**src/rtl/core/clgt_pkg.sv**
```systemverilog
`timescale 1ns / 1ps
`default_nettype none
// ----------------------------------------------------------------------------
// clgt_pkg
// shared types, codes and constants of the chs/lba geometry translator
// ----------------------------------------------------------------------------
package clgt_pkg;

	localparam int LBA_W  = 28;
	localparam int CYL_W  = 16;
	localparam int HEAD_W = 5;
	localparam int HIN_W  = 4;
	localparam int SEC_W  = 8;
	localparam int OP_W   = 2;
	localparam int IDX_W  = 2;

	// divider: one quotient bit per step
	localparam int DSR_W     = 8;
	localparam int DIV_CNT_W = $clog2(LBA_W);
	localparam logic [DIV_CNT_W-1:0] DIV_LAST = DIV_CNT_W'(LBA_W - 1);

	// default geometry search
	localparam int SPT_W  = 6;
	localparam logic [SPT_W-1:0]  SPT_START  = 6'd63;
	localparam logic [HEAD_W-1:0] HEAD_START = 5'd16;
	localparam logic [LBA_W-1:0]  CYL_MAX    = 28'd65535;

	// operation codes
	localparam logic [OP_W-1:0] OP_CHS2LBA = 2'd0;
	localparam logic [OP_W-1:0] OP_LBA2CHS = 2'd1;
	localparam logic [OP_W-1:0] OP_GEOM    = 2'd2;

	// register indexes
	localparam logic [IDX_W-1:0] REG_TOTAL_SECTORS = 2'd0;
	localparam logic [IDX_W-1:0] REG_CYL_COUNT     = 2'd1;
	localparam logic [IDX_W-1:0] REG_HEAD_COUNT    = 2'd2;
	localparam logic [IDX_W-1:0] REG_SPT           = 2'd3;

	typedef enum logic [2:0] {
		ST_IDLE,
		ST_MUL,
		ST_DIV_SEC,
		ST_DIV_HEAD,
		ST_SRCH_SPT,
		ST_SRCH_HEAD,
		ST_FINISH
	} st_t;

	typedef struct packed {
		logic [LBA_W-1:0]  total_sectors;
		logic [CYL_W-1:0]  cylinder_count;
		logic [HEAD_W-1:0] head_count;
		logic [SEC_W-1:0]  sectors_per_track;
	} cfg_t;

	typedef struct packed {
		logic             start;
		logic [LBA_W-1:0] dividend;
		logic [DSR_W-1:0] divisor;
	} div_req_t;

	typedef struct packed {
		logic             busy;
		logic             done;
		logic [LBA_W-1:0] quotient;
		logic [DSR_W-1:0] remainder;
	} div_rsp_t;

endpackage
`default_nettype wire

```
**src/rtl/core/clgt_cfg.sv**
```systemverilog
`timescale 1ns / 1ps
`default_nettype none
// ----------------------------------------------------------------------------
// clgt_cfg
// geometry and capacity register file with plain write port
// ----------------------------------------------------------------------------
module clgt_cfg import clgt_pkg::*; (
	input  wire logic             clk,
	input  wire logic             arst_n,
	input  wire logic             cfg_we,
	input  wire logic [IDX_W-1:0] cfg_index,
	input  wire logic [LBA_W-1:0] cfg_wdata,
	output cfg_t                  cfg
);

	cfg_t cfg_q;

	always_ff @(posedge clk or negedge arst_n) begin
		if (!arst_n) begin
			cfg_q <= '0;
		end else if (cfg_we) begin
			unique case (cfg_index)
				REG_TOTAL_SECTORS: cfg_q.total_sectors     <= cfg_wdata;
				REG_CYL_COUNT:     cfg_q.cylinder_count    <= cfg_wdata[CYL_W-1:0];
				REG_HEAD_COUNT:    cfg_q.head_count        <= cfg_wdata[HEAD_W-1:0];
				REG_SPT:           cfg_q.sectors_per_track <= cfg_wdata[SEC_W-1:0];
			endcase
		end
	end

	assign cfg = cfg_q;

endmodule
`default_nettype wire

```
**src/rtl/core/clgt_div.sv**
```systemverilog
`timescale 1ns / 1ps
`default_nettype none
// ----------------------------------------------------------------------------
// clgt_div
// shared restoring divider, one quotient bit per cycle
// ----------------------------------------------------------------------------
module clgt_div import clgt_pkg::*; (
	input  wire logic     clk,
	input  wire logic     arst_n,
	input  wire div_req_t req,
	output div_rsp_t      rsp
);

	logic                 busy_q;
	logic                 done_q;
	logic [DIV_CNT_W-1:0] cnt_q;
	logic [LBA_W-1:0]     dvd_q;
	logic [DSR_W-1:0]     rem_q;
	logic [DSR_W-1:0]     dsr_q;

	logic [DSR_W:0] trial;
	logic [DSR_W:0] diff;
	logic           ge;

	assign trial = {rem_q, dvd_q[LBA_W-1]};
	assign ge    = trial >= {1'b0, dsr_q};
	assign diff  = trial - {1'b0, dsr_q};

	always_ff @(posedge clk or negedge arst_n) begin
		if (!arst_n) begin
			busy_q <= 1'b0;
			done_q <= 1'b0;
			cnt_q  <= '0;
		end else begin
			done_q <= 1'b0;
			if (req.start) begin
				busy_q <= 1'b1;
				cnt_q  <= DIV_LAST;
			end else if (busy_q) begin
				cnt_q <= cnt_q - 1'b1;
				if (cnt_q == '0) begin
					busy_q <= 1'b0;
					done_q <= 1'b1;
				end
			end
		end
	end

	// quotient bits shift in where dividend bits shift out
	always_ff @(posedge clk) begin
		if (req.start) begin
			dvd_q <= req.dividend;
			rem_q <= '0;
			dsr_q <= req.divisor;
		end else if (busy_q) begin
			rem_q <= ge ? diff[DSR_W-1:0] : trial[DSR_W-1:0];
			dvd_q <= {dvd_q[LBA_W-2:0], ge};
		end
	end

	assign rsp.busy      = busy_q;
	assign rsp.done      = done_q;
	assign rsp.quotient  = dvd_q;
	assign rsp.remainder = rem_q;

endmodule
`default_nettype wire

```
**src/rtl/core/chs_lba_geometry_translator.sv**
```systemverilog
`timescale 1ns / 1ps
`default_nettype none
// ----------------------------------------------------------------------------
// chs_lba_geometry_translator
// disk address translator between cylinder/head/sector and linear addresses
// ----------------------------------------------------------------------------
// One word at a time: the input is stalled from the cycle after a word is
// taken until its result has been moved into the output register. Every
// division goes through one shared bit-serial divider with a 28-bit
// quotient. Op 0 (chs to lba) uses a 16x5 multiply at accept and a 21x8
// multiply-add in the next cycle. Op 1 (lba to chs) is two chained
// divisions. Op 2 (default geometry) tries one divisor per division, 63
// down to 2 for sectors per track and 16 down to 2 for heads. Range
// errors of ops 0 and 1 and the unused op 3 go straight to the finish
// step. A finished result waits in the output register while the next word
// is taken.
// ----------------------------------------------------------------------------
module chs_lba_geometry_translator import clgt_pkg::*; (
	input  wire logic              clk,
	input  wire logic              arst_n,
	// configuration
	input  wire logic              cfg_we,
	input  wire logic [IDX_W-1:0]  cfg_index,
	input  wire logic [LBA_W-1:0]  cfg_wdata,
	// input words
	input  wire logic              in_valid,
	output logic                   in_stall,
	input  wire logic [OP_W-1:0]   op,
	input  wire logic [CYL_W-1:0]  cylinder_in,
	input  wire logic [HIN_W-1:0]  head_in,
	input  wire logic [SEC_W-1:0]  sector_in,
	input  wire logic [LBA_W-1:0]  lba_in,
	// result words
	output logic                   out_valid,
	input  wire logic              out_stall,
	output logic                   ok,
	output logic [LBA_W-1:0]       lba_out,
	output logic [CYL_W-1:0]       cylinder_out,
	output logic [HEAD_W-1:0]      head_out,
	output logic [SEC_W-1:0]       sector_out
);

	localparam int PROD_W = CYL_W + HEAD_W;
	localparam int MUL_W  = PROD_W + SEC_W + 1;

	cfg_t     cfg;
	div_req_t div_req;
	div_rsp_t div_rsp;

	st_t state_q, state_d;

	// working registers
	logic [PROD_W-1:0] prod_q;     // cylinder * heads + head
	logic [SEC_W-1:0]  sin_q;
	logic [SPT_W-1:0]  spt_q;      // sectors per track candidate
	logic [HEAD_W-1:0] hd_q;       // head count candidate
	logic [LBA_W-1:0]  rest_q;     // capacity / chosen sectors per track

	// pending result
	logic              res_ok_q;
	logic [LBA_W-1:0]  res_lba_q;
	logic [CYL_W-1:0]  res_cyl_q;
	logic [HEAD_W-1:0] res_head_q;
	logic [SEC_W-1:0]  res_sec_q;

	// output register
	logic              out_valid_q;
	logic              ok_q;
	logic [LBA_W-1:0]  lba_q;
	logic [CYL_W-1:0]  cyl_q;
	logic [HEAD_W-1:0] head_q;
	logic [SEC_W-1:0]  sec_q;

	logic              in_acc;
	logic              out_free;
	logic              out_load;
	logic              op0_err;
	logic              op1_err;
	logic              rem_zero;
	logic [MUL_W-1:0]  lba_full;
	logic [LBA_W-1:0]  geo_rest;
	logic [HEAD_W-1:0] geo_heads;
	logic              geo_fits;

	clgt_cfg u_cfg (
		.clk       (clk),
		.arst_n    (arst_n),
		.cfg_we    (cfg_we),
		.cfg_index (cfg_index),
		.cfg_wdata (cfg_wdata),
		.cfg       (cfg)
	);

	clgt_div u_div (
		.clk    (clk),
		.arst_n (arst_n),
		.req    (div_req),
		.rsp    (div_rsp)
	);

	assign in_acc   = in_valid && !in_stall;
	assign out_free = !out_valid_q || !out_stall;
	assign rem_zero = div_rsp.remainder == '0;

	// coordinate range checks, straight off the input word
	assign op0_err = (cylinder_in >= cfg.cylinder_count) ||
	                 ({1'b0, head_in} >= cfg.head_count) ||
	                 (sector_in == '0) ||
	                 (sector_in > cfg.sectors_per_track);
	assign op1_err = (lba_in >= cfg.total_sectors) ||
	                 (cfg.head_count == '0) ||
	                 (cfg.sectors_per_track == '0);

	// second half of the chs to lba product, wraps to 28 bits
	assign lba_full = MUL_W'(prod_q) * MUL_W'(cfg.sectors_per_track)
	                + MUL_W'(sin_q) - MUL_W'(1);

	// end of the head search: either this divisor fit or we fell to one head
	assign geo_rest  = rem_zero ? div_rsp.quotient : rest_q;
	assign geo_heads = rem_zero ? hd_q : HEAD_W'(1);
	assign geo_fits  = (geo_rest != '0) && (geo_rest <= CYL_MAX);

	// next state
	always_comb begin
		state_d = state_q;
		unique case (state_q)
			ST_IDLE: begin
				if (in_acc) begin
					case (op)
						OP_CHS2LBA: state_d = op0_err ? ST_FINISH : ST_MUL;
						OP_LBA2CHS: state_d = op1_err ? ST_FINISH : ST_DIV_SEC;
						OP_GEOM:    state_d = ST_SRCH_SPT;
						default:    state_d = ST_FINISH;
					endcase
				end
			end
			ST_MUL: state_d = ST_FINISH;
			ST_DIV_SEC: begin
				if (div_rsp.done) state_d = ST_DIV_HEAD;
			end
			ST_DIV_HEAD: begin
				if (div_rsp.done) state_d = ST_FINISH;
			end
			ST_SRCH_SPT: begin
				if (div_rsp.done && (rem_zero || spt_q == SPT_W'(2))) state_d = ST_SRCH_HEAD;
			end
			ST_SRCH_HEAD: begin
				if (div_rsp.done && (rem_zero || hd_q == HEAD_W'(2))) state_d = ST_FINISH;
			end
			ST_FINISH: begin
				if (out_free) state_d = ST_IDLE;
			end
		endcase
	end

	// sequencer outputs: divider launches, handshake, output load
	always_comb begin
		div_req  = '0;
		in_stall = state_q != ST_IDLE;
		out_load = 1'b0;
		unique case (state_q)
			ST_IDLE: begin
				if (in_acc && op == OP_LBA2CHS && !op1_err) begin
					div_req.start    = 1'b1;
					div_req.dividend = lba_in;
					div_req.divisor  = cfg.sectors_per_track;
				end else if (in_acc && op == OP_GEOM) begin
					div_req.start    = 1'b1;
					div_req.dividend = cfg.total_sectors;
					div_req.divisor  = DSR_W'(SPT_START);
				end
			end
			ST_MUL: ;
			ST_DIV_SEC: begin
				// track number divided by heads
				if (div_rsp.done) begin
					div_req.start    = 1'b1;
					div_req.dividend = div_rsp.quotient;
					div_req.divisor  = DSR_W'(cfg.head_count);
				end
			end
			ST_DIV_HEAD: ;
			ST_SRCH_SPT: begin
				if (div_rsp.done) begin
					div_req.start = 1'b1;
					if (rem_zero) begin
						div_req.dividend = div_rsp.quotient;
						div_req.divisor  = DSR_W'(HEAD_START);
					end else if (spt_q == SPT_W'(2)) begin
						// no divisor found, one sector per track
						div_req.dividend = cfg.total_sectors;
						div_req.divisor  = DSR_W'(HEAD_START);
					end else begin
						div_req.dividend = cfg.total_sectors;
						div_req.divisor  = DSR_W'(spt_q - 1'b1);
					end
				end
			end
			ST_SRCH_HEAD: begin
				if (div_rsp.done && !rem_zero && hd_q != HEAD_W'(2)) begin
					div_req.start    = 1'b1;
					div_req.dividend = rest_q;
					div_req.divisor  = DSR_W'(hd_q - 1'b1);
				end
			end
			ST_FINISH: out_load = out_free;
		endcase
	end

	always_ff @(posedge clk or negedge arst_n) begin
		if (!arst_n) begin
			state_q     <= ST_IDLE;
			out_valid_q <= 1'b0;
		end else begin
			state_q <= state_d;
			if (out_load) begin
				out_valid_q <= 1'b1;
			end else if (out_valid_q && !out_stall) begin
				out_valid_q <= 1'b0;
			end
		end
	end

	// working and pending-result registers
	always_ff @(posedge clk) begin
		unique case (state_q)
			ST_IDLE: begin
				if (in_acc) begin
					res_ok_q   <= 1'b0;
					res_lba_q  <= '0;
					res_cyl_q  <= '0;
					res_head_q <= '0;
					res_sec_q  <= '0;
					prod_q     <= PROD_W'(cylinder_in) * PROD_W'(cfg.head_count)
					            + PROD_W'(head_in);
					sin_q      <= sector_in;
					spt_q      <= SPT_START;
					case (op)
						OP_CHS2LBA: begin
							if (op0_err) res_lba_q <= cfg.total_sectors;
						end
						OP_LBA2CHS: begin
							if (op1_err) begin
								res_cyl_q <= cfg.cylinder_count;
								res_sec_q <= SEC_W'(1);
							end
						end
						default: ;
					endcase
				end
			end
			ST_MUL: begin
				res_ok_q  <= 1'b1;
				res_lba_q <= lba_full[LBA_W-1:0];
			end
			ST_DIV_SEC: begin
				if (div_rsp.done) res_sec_q <= div_rsp.remainder + 1'b1;
			end
			ST_DIV_HEAD: begin
				if (div_rsp.done) begin
					res_ok_q   <= 1'b1;
					res_cyl_q  <= div_rsp.quotient[CYL_W-1:0];
					res_head_q <= div_rsp.remainder[HEAD_W-1:0];
				end
			end
			ST_SRCH_SPT: begin
				if (div_rsp.done) begin
					if (rem_zero) begin
						rest_q <= div_rsp.quotient;
						hd_q   <= HEAD_START;
					end else if (spt_q == SPT_W'(2)) begin
						spt_q  <= SPT_W'(1);
						rest_q <= cfg.total_sectors;
						hd_q   <= HEAD_START;
					end else begin
						spt_q <= spt_q - 1'b1;
					end
				end
			end
			ST_SRCH_HEAD: begin
				if (div_rsp.done) begin
					if (rem_zero || hd_q == HEAD_W'(2)) begin
						if (geo_fits) begin
							res_ok_q   <= 1'b1;
							res_cyl_q  <= geo_rest[CYL_W-1:0];
							res_head_q <= geo_heads;
							res_sec_q  <= SEC_W'(spt_q);
						end
					end else begin
						hd_q <= hd_q - 1'b1;
					end
				end
			end
			ST_FINISH: ;
		endcase
	end

	// output word register
	always_ff @(posedge clk) begin
		if (out_load) begin
			ok_q   <= res_ok_q;
			lba_q  <= res_lba_q;
			cyl_q  <= res_cyl_q;
			head_q <= res_head_q;
			sec_q  <= res_sec_q;
		end
	end

	assign out_valid    = out_valid_q;
	assign ok           = ok_q;
	assign lba_out      = lba_q;
	assign cylinder_out = cyl_q;
	assign head_out     = head_q;
	assign sector_out   = sec_q;

	// a taken word keeps the input stalled in the next cycle
	a_busy_after_accept: assert property (@(posedge clk) disable iff (!arst_n)
		in_valid && !in_stall |=> in_stall)
		else $error("input not stalled after a word was taken");

	// a new result only comes out of the finish step
	a_out_from_finish: assert property (@(posedge clk) disable iff (!arst_n)
		$rose(out_valid) |-> $past(state_q == ST_FINISH))
		else $error("result word appeared outside the finish step");

	// the divider is only launched when idle and never by zero
	a_div_start_idle: assert property (@(posedge clk) disable iff (!arst_n)
		div_req.start |-> !div_rsp.busy && div_req.divisor != '0)
		else $error("divider launched while busy or with a zero divisor");

	// divider completion is only awaited by a dividing step
	a_done_in_div_state: assert property (@(posedge clk) disable iff (!arst_n)
		div_rsp.done |-> state_q == ST_DIV_SEC || state_q == ST_DIV_HEAD ||
		                 state_q == ST_SRCH_SPT || state_q == ST_SRCH_HEAD)
		else $error("divider finished with no step waiting for it");

endmodule
`default_nettype wire

```
**config.mk**
```make
export PLATFORM = sky130hd
export DESIGN_NAME = chs_lba_geometry_translator
export DESIGN_NICKNAME = d
export VERILOG_FILES = /design/src/rtl/core/clgt_pkg.sv /design/src/rtl/core/clgt_cfg.sv /design/src/rtl/core/clgt_div.sv /design/src/rtl/core/chs_lba_geometry_translator.sv
export SDC_FILE = /design/constraint.sdc
export NUM_CORES = 1
export LEC_CHECK = 0
export ABC_AREA = 1
export BUFFER_PORTS_ARGS = -buffer_cell sky130_fd_sc_hd__buf_2
export CAP_MARGIN = 20
export CORE_UTILIZATION = 59
export DETAILED_ROUTE_END_ITERATION = 8
export PLACE_DENSITY = 0.78
export SETUP_SLACK_MARGIN = 0.2
export SYNTH_ARGS = -nofsm -noshare
export SYNTH_HDL_FRONTEND = slang
export SYNTH_SLANG_ARGS = --single-unit
export TNS_END_PERCENT = 50
```
**constraint.sdc**
```tcl
create_clock -name clk -period 12.4 [get_ports clk]
set_input_delay 0.62 -clock clk [delete_from_list [all_inputs] [get_ports clk]]
set_output_delay 0.62 -clock clk [all_outputs]
set_load 0.01 [all_outputs]
```
### Word-level counts from Yosys, hierarchy flattened

Cells that the tools add are included.

* bits in registers: 296
* input bits: 93
* output and inout bits: 60
* word-level logic and storage cells: 209

* add/sub/neg operators: 10
* multiply operators: 2
* magnitude comparators: 6
* eq/ne operators: 29
* muxes and demuxes: 79
* reductions and logical operators: 56

Operators with widths (count)
* 28-bit two-way mux: 8
* 37-bit two-way mux: 5
* 37-bit case mux with 4 select lines: 1
* 16-bit two-way mux: 7
* 5-bit two-way mux: 13
* 8-bit two-way mux: 7
* 28-bit case mux with 2 select lines: 1
* 16-bit case mux with 3 select lines: 1
* 36-bit two-way mux: 1
* 28-bit by 8-bit adder with 28-bit output: 1
* 28-bit >= comparator: 1
* 28-bit by 16-bit less-or-equal comparator with 1-bit output, second input constant: 1
* 21-bit by 8-bit multiplier with 28-bit output: 1
* 28-bit nonzero test: 1
* 28-bit by 1-bit subtractor with 28-bit output, second input constant: 1
* 8-bit logical NOT: 3
* 3-bit two-way mux: 8
* 6-bit two-way mux: 4
* 8-bit case mux with 3 select lines: 1
* 6-bit AND reduction: 4
* 21-bit by 4-bit adder with 21-bit output: 1
* 16-bit by 5-bit multiplier with 21-bit output: 1
* 3-bit case mux with 7 select lines: 1
* 16-bit >= comparator: 1
* other kinds (40): 108

### Logic depth before layout (Yosys ltp)

Gate-level depths: netlist of the first run.

* depth after elaboration: 9
* depth in mapped cells: 25

### Hierarchy

Synthesis of the first run repeated with hierarchy kept, for this count alone.

* cell total of the unflattened synthesis: 2829
* area total of the unflattened synthesis: 24430.9 um^2

Modules (own cells, without submodules)
* chs_lba_geometry_translator: times used 1, cells an instance 2281, area each 19371.1 um^2
* clgt_div: times used 1, cells an instance 294, area each 2585.0 um^2
* clgt_cfg: times used 1, cells an instance 254, area each 2474.9 um^2

### Worst setup path after synthesis of the first run

Ideal clock, no wire load.

* path type: register to register
* from: reg u_cfg.cfg_q, in the netlist u_cfg.cfg[1]
* to: reg res_lba_q[23] (data pin)
* setup time: 254 ps
* arrival: 4735 ps
* slack: 7411 ps
* stages on the path, launching flop included: 21
* clock period less this slack: 4989 ps
* cell sequence: dfrtp_1 > clkbuf_1 > clkbuf_1 > nand2_1 > fa_1 > inv_1 > fa_1 > fa_1 > fa_1 > inv_1 > fa_1 > inv_1 > ha_1 > a21o_1 > a21oi_1 > inv_1 > nand3_1 > nand3_1 > or2_2 > nand3_1 > nand2_1

* longest elaborated chain between the ends: 6

Ends and longest elaborated chain
* from (decl): line clgt_cfg.sv:16 `cfg_t cfg_q;`
* parallel branches: the longest is 5 deep, another holds 21-bit by 8-bit multiplier with 28-bit output
* 28-bit case mux with 2 select lines *: line chs_lba_geometry_translator.sv:226 `unique case (state_q)`
* to (signal assigned): line chs_lba_geometry_translator.sv:240 `if (op0_err) res_lba_q <= cfg.total_sectors;`
* to (signal assigned): line chs_lba_geometry_translator.sv:254 `res_lba_q <= lba_full[LBA_W-1:0];`
* to (decl): line chs_lba_geometry_translator.sv:61 `logic [LBA_W-1:0] res_lba_q;`

Every way passes the cells marked *. The select of a mux whose other input is x is not followed.
A chain may end at the register's enable or synchronous reset.

### Worst setup path in the final report of the first run

* from: reg u_cfg.cfg_q, in the netlist u_cfg.cfg[5]
* to: reg res_lba_q[27] (data pin)

Same word-level chain as after synthesis.

==> run_results.csv, run 1 <==
group,metric,value,unit
timing,fmax,174.4,MHz
critical_path,r2r_cells,16,
logic_synthesis,avgSynthCellArea,8.581,um^2
logic_synthesis,yosysWarnings,0,
timing,setup_tns,0,ns
timing,period_share,46.24,%
global_routing,grt_pass1_wl,102500,um
global_routing,grt_util_all_layers,32.20,%
clock_network,cts_tree,"built",
clock_network,clk_pin_slew,0.07,ns
global_routing,grt_pass1_vias,19060,
final_layout,drive_above_1_share,8.598,%
drt,firstDrtPassIters,7,
power_and_ir_drop,ir_drop,0.2082,mV
timing,hold_viol_final,0,
drt,ant_nets,0,
die,fp.dieArea,40840,um^2
place,dpl.hpwl,50510,um
critical_path,critPathArrivalTime,6.05,ns
critical_path,r2r_start,"u_cfg.cfg[5]$_DFFE_PN0P_",
timing,tightest_slew,1.022,ns
place,gp_congestion,1.012,
drt,drtIter0Drc,2011,
critical_path,critPathSlowestCell,"dfrtp_1",
logic_synthesis,synth-adder-area-share,24.96,%
logic_synthesis,synth_compound_area_share,9.671,%
global_routing,grt_max_degree,93,
final_layout,areaGrowthSynthToFinish,8.956,%
critical_path,worstSetupPathType,"reg2reg",
logic_synthesis,yosys_most_used_dff,"edfxtp_1",
global_routing,antenna_found_initial,2,
timing,setup_viol,0,
die,boundaryPins,153,
min_path,hold_class,"in2async",
drt,routed_wl,65050,um
clock_network,clkLatencyLatePin,0.57,ns
logic_synthesis,syn_area,23620,um^2
clock_network,cts_num_sinks,296,
final_layout,nets,3298,
critical_path,crit_buf_inv,1,
place,port_buffers,152,
die,dieWidth,202.1,um
outcome,status,"completed",
logic_synthesis,yosys-top-cells-area,"edfxtp_1, fa_1, nand2_1, ha_1, inv_1",
logic_synthesis,yosys.area_share.simple,18.25,%
logic_synthesis,postSynthNetCount,3214,
logic_synthesis,synth_mux_area_share,0,%
logic_synthesis,yosys-top-cells-count,"nand2_1, inv_1, edfxtp_1",
logic_synthesis,synth_top_family_by_area,"adder cells",
final_layout,fin_util,65.83,%
clock_network,cts_buffers,30,
drt,via_per_inst,5.780,
critical_path,reg2reg_slack,6.67,ns
critical_path,start_kind,"flip-flop",
die,start_util,60.42,%
clock_network,cts_buffer_depth,3,
power_and_ir_drop,p_per_area,288.8,nW/um^2
drt,wl_per_cell,19.24,um
global_routing,grt-ovfl-total,0,
die,num_rows,72,
clock_network,cts.hold.buffers_added,0,
critical_path,required,12.72,ns
clock_network,clock-root-buffer,"clkbuf_16",
critical_path,worst_setup_path_end_kind,"flip-flop",
drt,vias,19540,
clock_network,htreeDepth,1,
logic_synthesis,synth_cell_types,50,
job,max_cap_violations,0,
timing,rsz0062_at_grt,"no",
timing,drv_slew,0,
final_layout,stdcell_count,3380,
timing,whs,0.2788,ns
critical_path,crit_chain,"nand2_1, fa_1, fa_1, fa_1, fa_1, inv_1, ha_1, ha_1, nand2_1, nor3_1, nand2_1, nor2_1, nor2_1, a21o_1, nand3_1, nand2_1",
logic_synthesis,synthArstFlopShare,22.97,%
clock_network,post_cts_buffers,0,
timing,slew_headroom,31.88,%
timing,period_needed,5.734,ns
die,die_h,202.1,um
critical_path,path_delay_family,"adder cells",
critical_path,timing.rr.end,"res_lba_q[27]$_DFFE_PP_",
logic_synthesis,syn_inst,2753,
logic_synthesis,yosysMostFrequentCell,"nand2_1",
critical_path,worstPathMaxFanout,24,
logic_synthesis,synth_edf_count,220,
critical_path,cpPeakStageDelay,0.99,ns
logic_synthesis,synth_top_area_share,27.96,%
power_and_ir_drop,cellLeakagePower,12.97,nW
logic_synthesis,synth_xor_area_share,1.446,%
drt,drc,0,
logic_synthesis,synth_area_leader_cell,"edfxtp_1",
timing,finClkSkew,0.01694,ns
clock_network,cts_resized,0,
logic_synthesis,ys_seq_area_share,35.85,%
logic_synthesis,ys_ff_latch,296,
place,dp_cells,3322,
die,core,39100,um^2
-- power by group --
group	leakage (nW)	internal, W	switching (W)
clock network	0.528	0.000605	0.000400
logic	9.51	0.00164	0.00308
registers	2.93	0.00147	0.000248
total	13.0	0.00371	0.00372
-- cell usage in the layout (no fill, tap or decap), drive strengths merged, types with 14 or more instances in the layout --
cell type  instances
nor3              27
nand4             46
o21ai            220
fa               172
buf              164
nand2            655
a22oi             16
inv              477
xnor2             14
xor2              25
nand3            122
edfxtp           220
ha               196
clkbuf            38
nor2             166
a21oi            150
dfrtp             68
-- registers in the layout, indices dropped and copies added, names as in the netlist, 6 cells and up --
register and count:
u_div.dvd_q 28, prod_q 21, sector_out 8, u_div.rem_q 8, rest_q 28, res_cyl_q 16, u_cfg.cfg 57, res_lba_q 28
cylinder_out 16, u_div.dsr_q 8, spt_q 6, lba_out 28, sin_q 8, res_sec_q 8
-- through the flow --
step / total power [W] / instance area, um^2 / setup WS [ns]
after floorplan: 0.004973 / 23620 / 7.411
after global placement: 0.006300 / 24620 / 6.856
after detailed placement: 0.006353 / 24620 / 6.719
after CTS: 0.007391 / 25710 / 6.708
after global routing: 0.008120 / 25740 / 6.424
final: 0.007434 / 25740 / 6.666
-- layer usage --
layer / vias to the layer above / global-route usage (%) / share of wire, %
met3: 137 / 5.272 / 9.1
li1: 9099 / - / -
met2: 941 / 53.50 / 47
met1: 9358 / 43.74 / 40
met4: 2 / 9.076 / 3.0
met5: - / 0 / 0.026
-- how the worst max path moves through the flow --
stage                                   startpoint                 endpoint  slack (ns)  cells after the start
after floorplan           u_cfg.cfg[1]$_DFFE_PN0P_  res_lba_q[23]$_DFFE_PP_        7.41                     20
after global placement    u_cfg.cfg[5]$_DFFE_PN0P_  res_lba_q[11]$_DFFE_PP_        6.86                     18
after detailed placement  u_cfg.cfg[5]$_DFFE_PN0P_  res_lba_q[11]$_DFFE_PP_        6.72                     18
after CTS                 u_cfg.cfg[5]$_DFFE_PN0P_  res_lba_q[11]$_DFFE_PP_        6.71                     18
after global routing      u_cfg.cfg[5]$_DFFE_PN0P_  res_lba_q[27]$_DFFE_PP_        6.42                     20
final                     u_cfg.cfg[5]$_DFFE_PN0P_  res_lba_q[27]$_DFFE_PP_        6.67                     16
-- kinds of logic (layout without fill, tap and decap cells) --
logic type,after synthesis,in the layout
and+or+nand+nor,1035,1035
buffers and inverters,588,696
AOI/OAI and AO/OA,427,427
adders and majority gates,368,368
DFF,296,296
xor gates and xnor gates,39,39
other,0,1
-- area by class of cell --
| cell class | count | area (um^2) |
|---|---|---|
| antenna | 1 | 2.502 |
| sequential | 296 | 8468 |
| inverter | 476 | 1787 |
| fill | 3246 | 13360 |
| clock inverter | 18 | 250.2 |
| tap | 518 | 648.1 |
| timing repair buffer | 164 | 870.8 |
| multi-input combinational | 1869 | 12870 |
| clock buffer | 38 | 842.1 |
No activity file was read; power rests on OpenSTA's default activity.
==> inputs of run 2 (changes only) <==
Clock period 12.4 ns to 5.7 ns, I/O delays scaled along.
==> run 2 against run 1 <==
Net effect:
- largest cell class unchanged
- highest routed layer is now met4
- count of clock-buffer cells in the layout grew 9
- combinational power grew 120%
- critical path depth grew 1
- utilization grew 0.44 points
==> run_results.csv, run 2 (synthesis gave the netlist of run 1 again) <==
group,metric,value,unit
die,boundaryPins,153,
timing,period_share,94.70,%
timing,setup_viol,0,
final_layout,drive_above_1_share,9.506,%
final_layout,multi_input_area,12880,um^2
drt,drtIter0Drc,1823,
timing,drv_slew,0,
clock_network,clkLatencyLatePin,0.54,ns
timing,slew_headroom,33.55,%
min_path,hold_class,"in2reg",
global_routing,grt_pass1_wl,104900,um
critical_path,worstPathMaxFanout,16,
final_layout,areaGrowthSynthToFinish,9.676,%
drt,ant_nets,0,
global_routing,antenna_found_initial,1,
clock_network,cts_buffer_depth,3,
power_and_ir_drop,p_switching,0.008288,W
clock_network,htreeDepth,2,
timing,whs,0.01206,ns
drt,vias,19720,
clock_network,cts_tree,"built",
drt,routed_wl,66920,um
outcome,status,"completed",
critical_path,worst_setup_path_end_kind,"flip-flop",
power_and_ir_drop,intPower,0.007966,W
final_layout,regArea,8473,um^2
final_layout,fill_cells,3307,
final_layout,final_common_cell,"nand2_1",
power_and_ir_drop,pwr-share-comb,64.4,%
drt,via_per_inst,5.781,
power_and_ir_drop,clkPwrFrac,12.9,%
clock_network,clk_pin_slew,0.06,ns
clock_network,cts_num_sinks,296,
power_and_ir_drop,p_sw_share,50.99,%
final_layout,nets,3328,
timing,fmax,185.3,MHz
global_routing,grt_pass1_vias,19440,
power_and_ir_drop,ir_drop,0.5487,mV
die,fp.dieArea,40840,um^2
die,start_util,60.42,%
drt,firstDrtPassIters,5,
timing,period_needed,5.398,ns
global_routing,grt-ovfl-total,0,
timing,setup_tns,0,ns
critical_path,start_kind,"flip-flop",
final_layout,fin_util,66.27,%
place,post_dp_cell_area,24730,um^2
die,num_rows,72,
final_layout,fin_area,25910,um^2
timing,rsz0062_at_grt,"yes",
timing,finClkSkew,0.02963,ns
final_layout,final_cell_mix,"nand2_1, inv_1, edfxtp_1",
critical_path,critPathArrivalTime,5.65,ns
power_and_ir_drop,cellLeakagePower,13.06,nW
die,core,39100,um^2
job,max_cap_violations,0,
clock_network,cts_buffers,34,
timing,tightest_slew,0.9939,ns
place,dpl.hpwl,52270,um
drt,wl_per_cell,19.61,um
place,gp_congestion,0.9510,
clock_network,clock-root-buffer,"clkbuf_16",
timing,hold_viol_final,0,
drt,drc,0,
die,die_h,202.1,um
power_and_ir_drop,p_seq_share,22.7,%
critical_path,required,5.95,ns
global_routing,grt_max_degree,69,
die,dieWidth,202.1,um
final_layout,largest_register_ffs,57,
critical_path,worstSetupPathType,"reg2reg",
power_and_ir_drop,p_per_area,627.3,nW/um^2
place,port_buffers,152,
global_routing,grt_util_all_layers,33.25,%
## run 2: changes by cell type in the layout (fill, tap and decap cells not counted), sizes merged
cell / change
buf: +20
clkbuf: +9
dlygate4sd3: +6
bufinv: -5
inv: +3
clkinv: -2
clkinvlp: +1
## run 2: power groups by stage
| stage | Clock, W | Combinational [W] | Sequential [W] |
|---|---|---|---|
| floorplan | 0 | 0.00727 | 0.00355 |
| global placement | 0 | 0.0101 | 0.00369 |
| detailed placement | 0 | 0.0102 | 0.00371 |
| CTS | 0.00212 | 0.0103 | 0.00368 |
| global route | 0.00219 | 0.0117 | 0.00374 |
| finish | 0.00210 | 0.0105 | 0.00369 |
## run 2: through the flow
stage               cells  setup slack (ns)  total power, W
finish               3412            0.3021         0.01625
global placement     3337            0.3135         0.01381
global route         3412           0.06908         0.01768
floorplan            2753            0.7112         0.01082
CTS                  3405            0.2707         0.01612
detailed placement   3337            0.2860         0.01394
## run 2: per-layer routing
| layer | up-vias | share of wire, % | track usage, % |
|---|---|---|---|
| li1 | 9157 | - | - |
| met1 | 9450 | 41 | 44.73 |
| met2 | 935 | 46 | 53.67 |
| met3 | 182 | 8.6 | 5.256 |
| met4 | 0 | 4.6 | 14.23 |
| met5 | - | 0 | 0 |
## run 2: final timing paths
kind / depth (start not counted) / slack, ns / to / startpoint
hold / removal: 3 / 0.01 / u_cfg.cfg[52]$_DFFE_PN0P_ / cfg_wdata[23]
hold reg to reg: 0 / 0.42 / lba_out[1]$_DFFE_PP_ / res_lba_q[1]$_DFFE_PP_
setup / recovery: 17 / 0.30 / res_lba_q[23]$_DFFE_PP_ / u_cfg.cfg[0]$_DFFE_PN0P_
max in group asynchronous: 3 / 4.47 / u_cfg.cfg[3]$_DFFE_PN0P_ / arst_n
min in group asynchronous: 3 / 0.52 / u_div.busy_q$_DFF_PN0_ / arst_n
setup reg to reg: 17 / 0.30 / res_lba_q[23]$_DFFE_PP_ / u_cfg.cfg[0]$_DFFE_PN0P_
## run 2: worst max-delay path, cell delays in order, from the launching register on
cell and delay, ns:
dfrtp_2 0.49, buf_4 0.30, nand2_1 0.10, fa_1 0.51, inv_1 0.07, fa_1 0.52
fa_1 0.44, fa_1 0.49, ha_1 0.31, ha_1 0.38, a21oi_1 0.33, a21boi_0 0.34
o21ai_0 0.24, nand2_1 0.11, nand3_1 0.08, or2_2 0.28, nand3_1 0.07, nand2_1 0.05
## run 2: layout make-up
type / count / share of cell area [%]
antenna: 1 / 0.009658
clock buffer: 47 / 3.549
clock inverter: 15 / 0.5457
inverter: 476 / 6.896
multi-input combinational: 1869 / 49.70
sequential: 296 / 32.70
tap: 518 / 2.501
timing repair buffer: 190 / 4.095
## run 2: repair_timing
action,CTS,global route
setup endpoints to repair,0,13
endpoints found under the hold margin,12,0
setup buffers,0,6
hold buffers,6,0
resized for setup,0,7
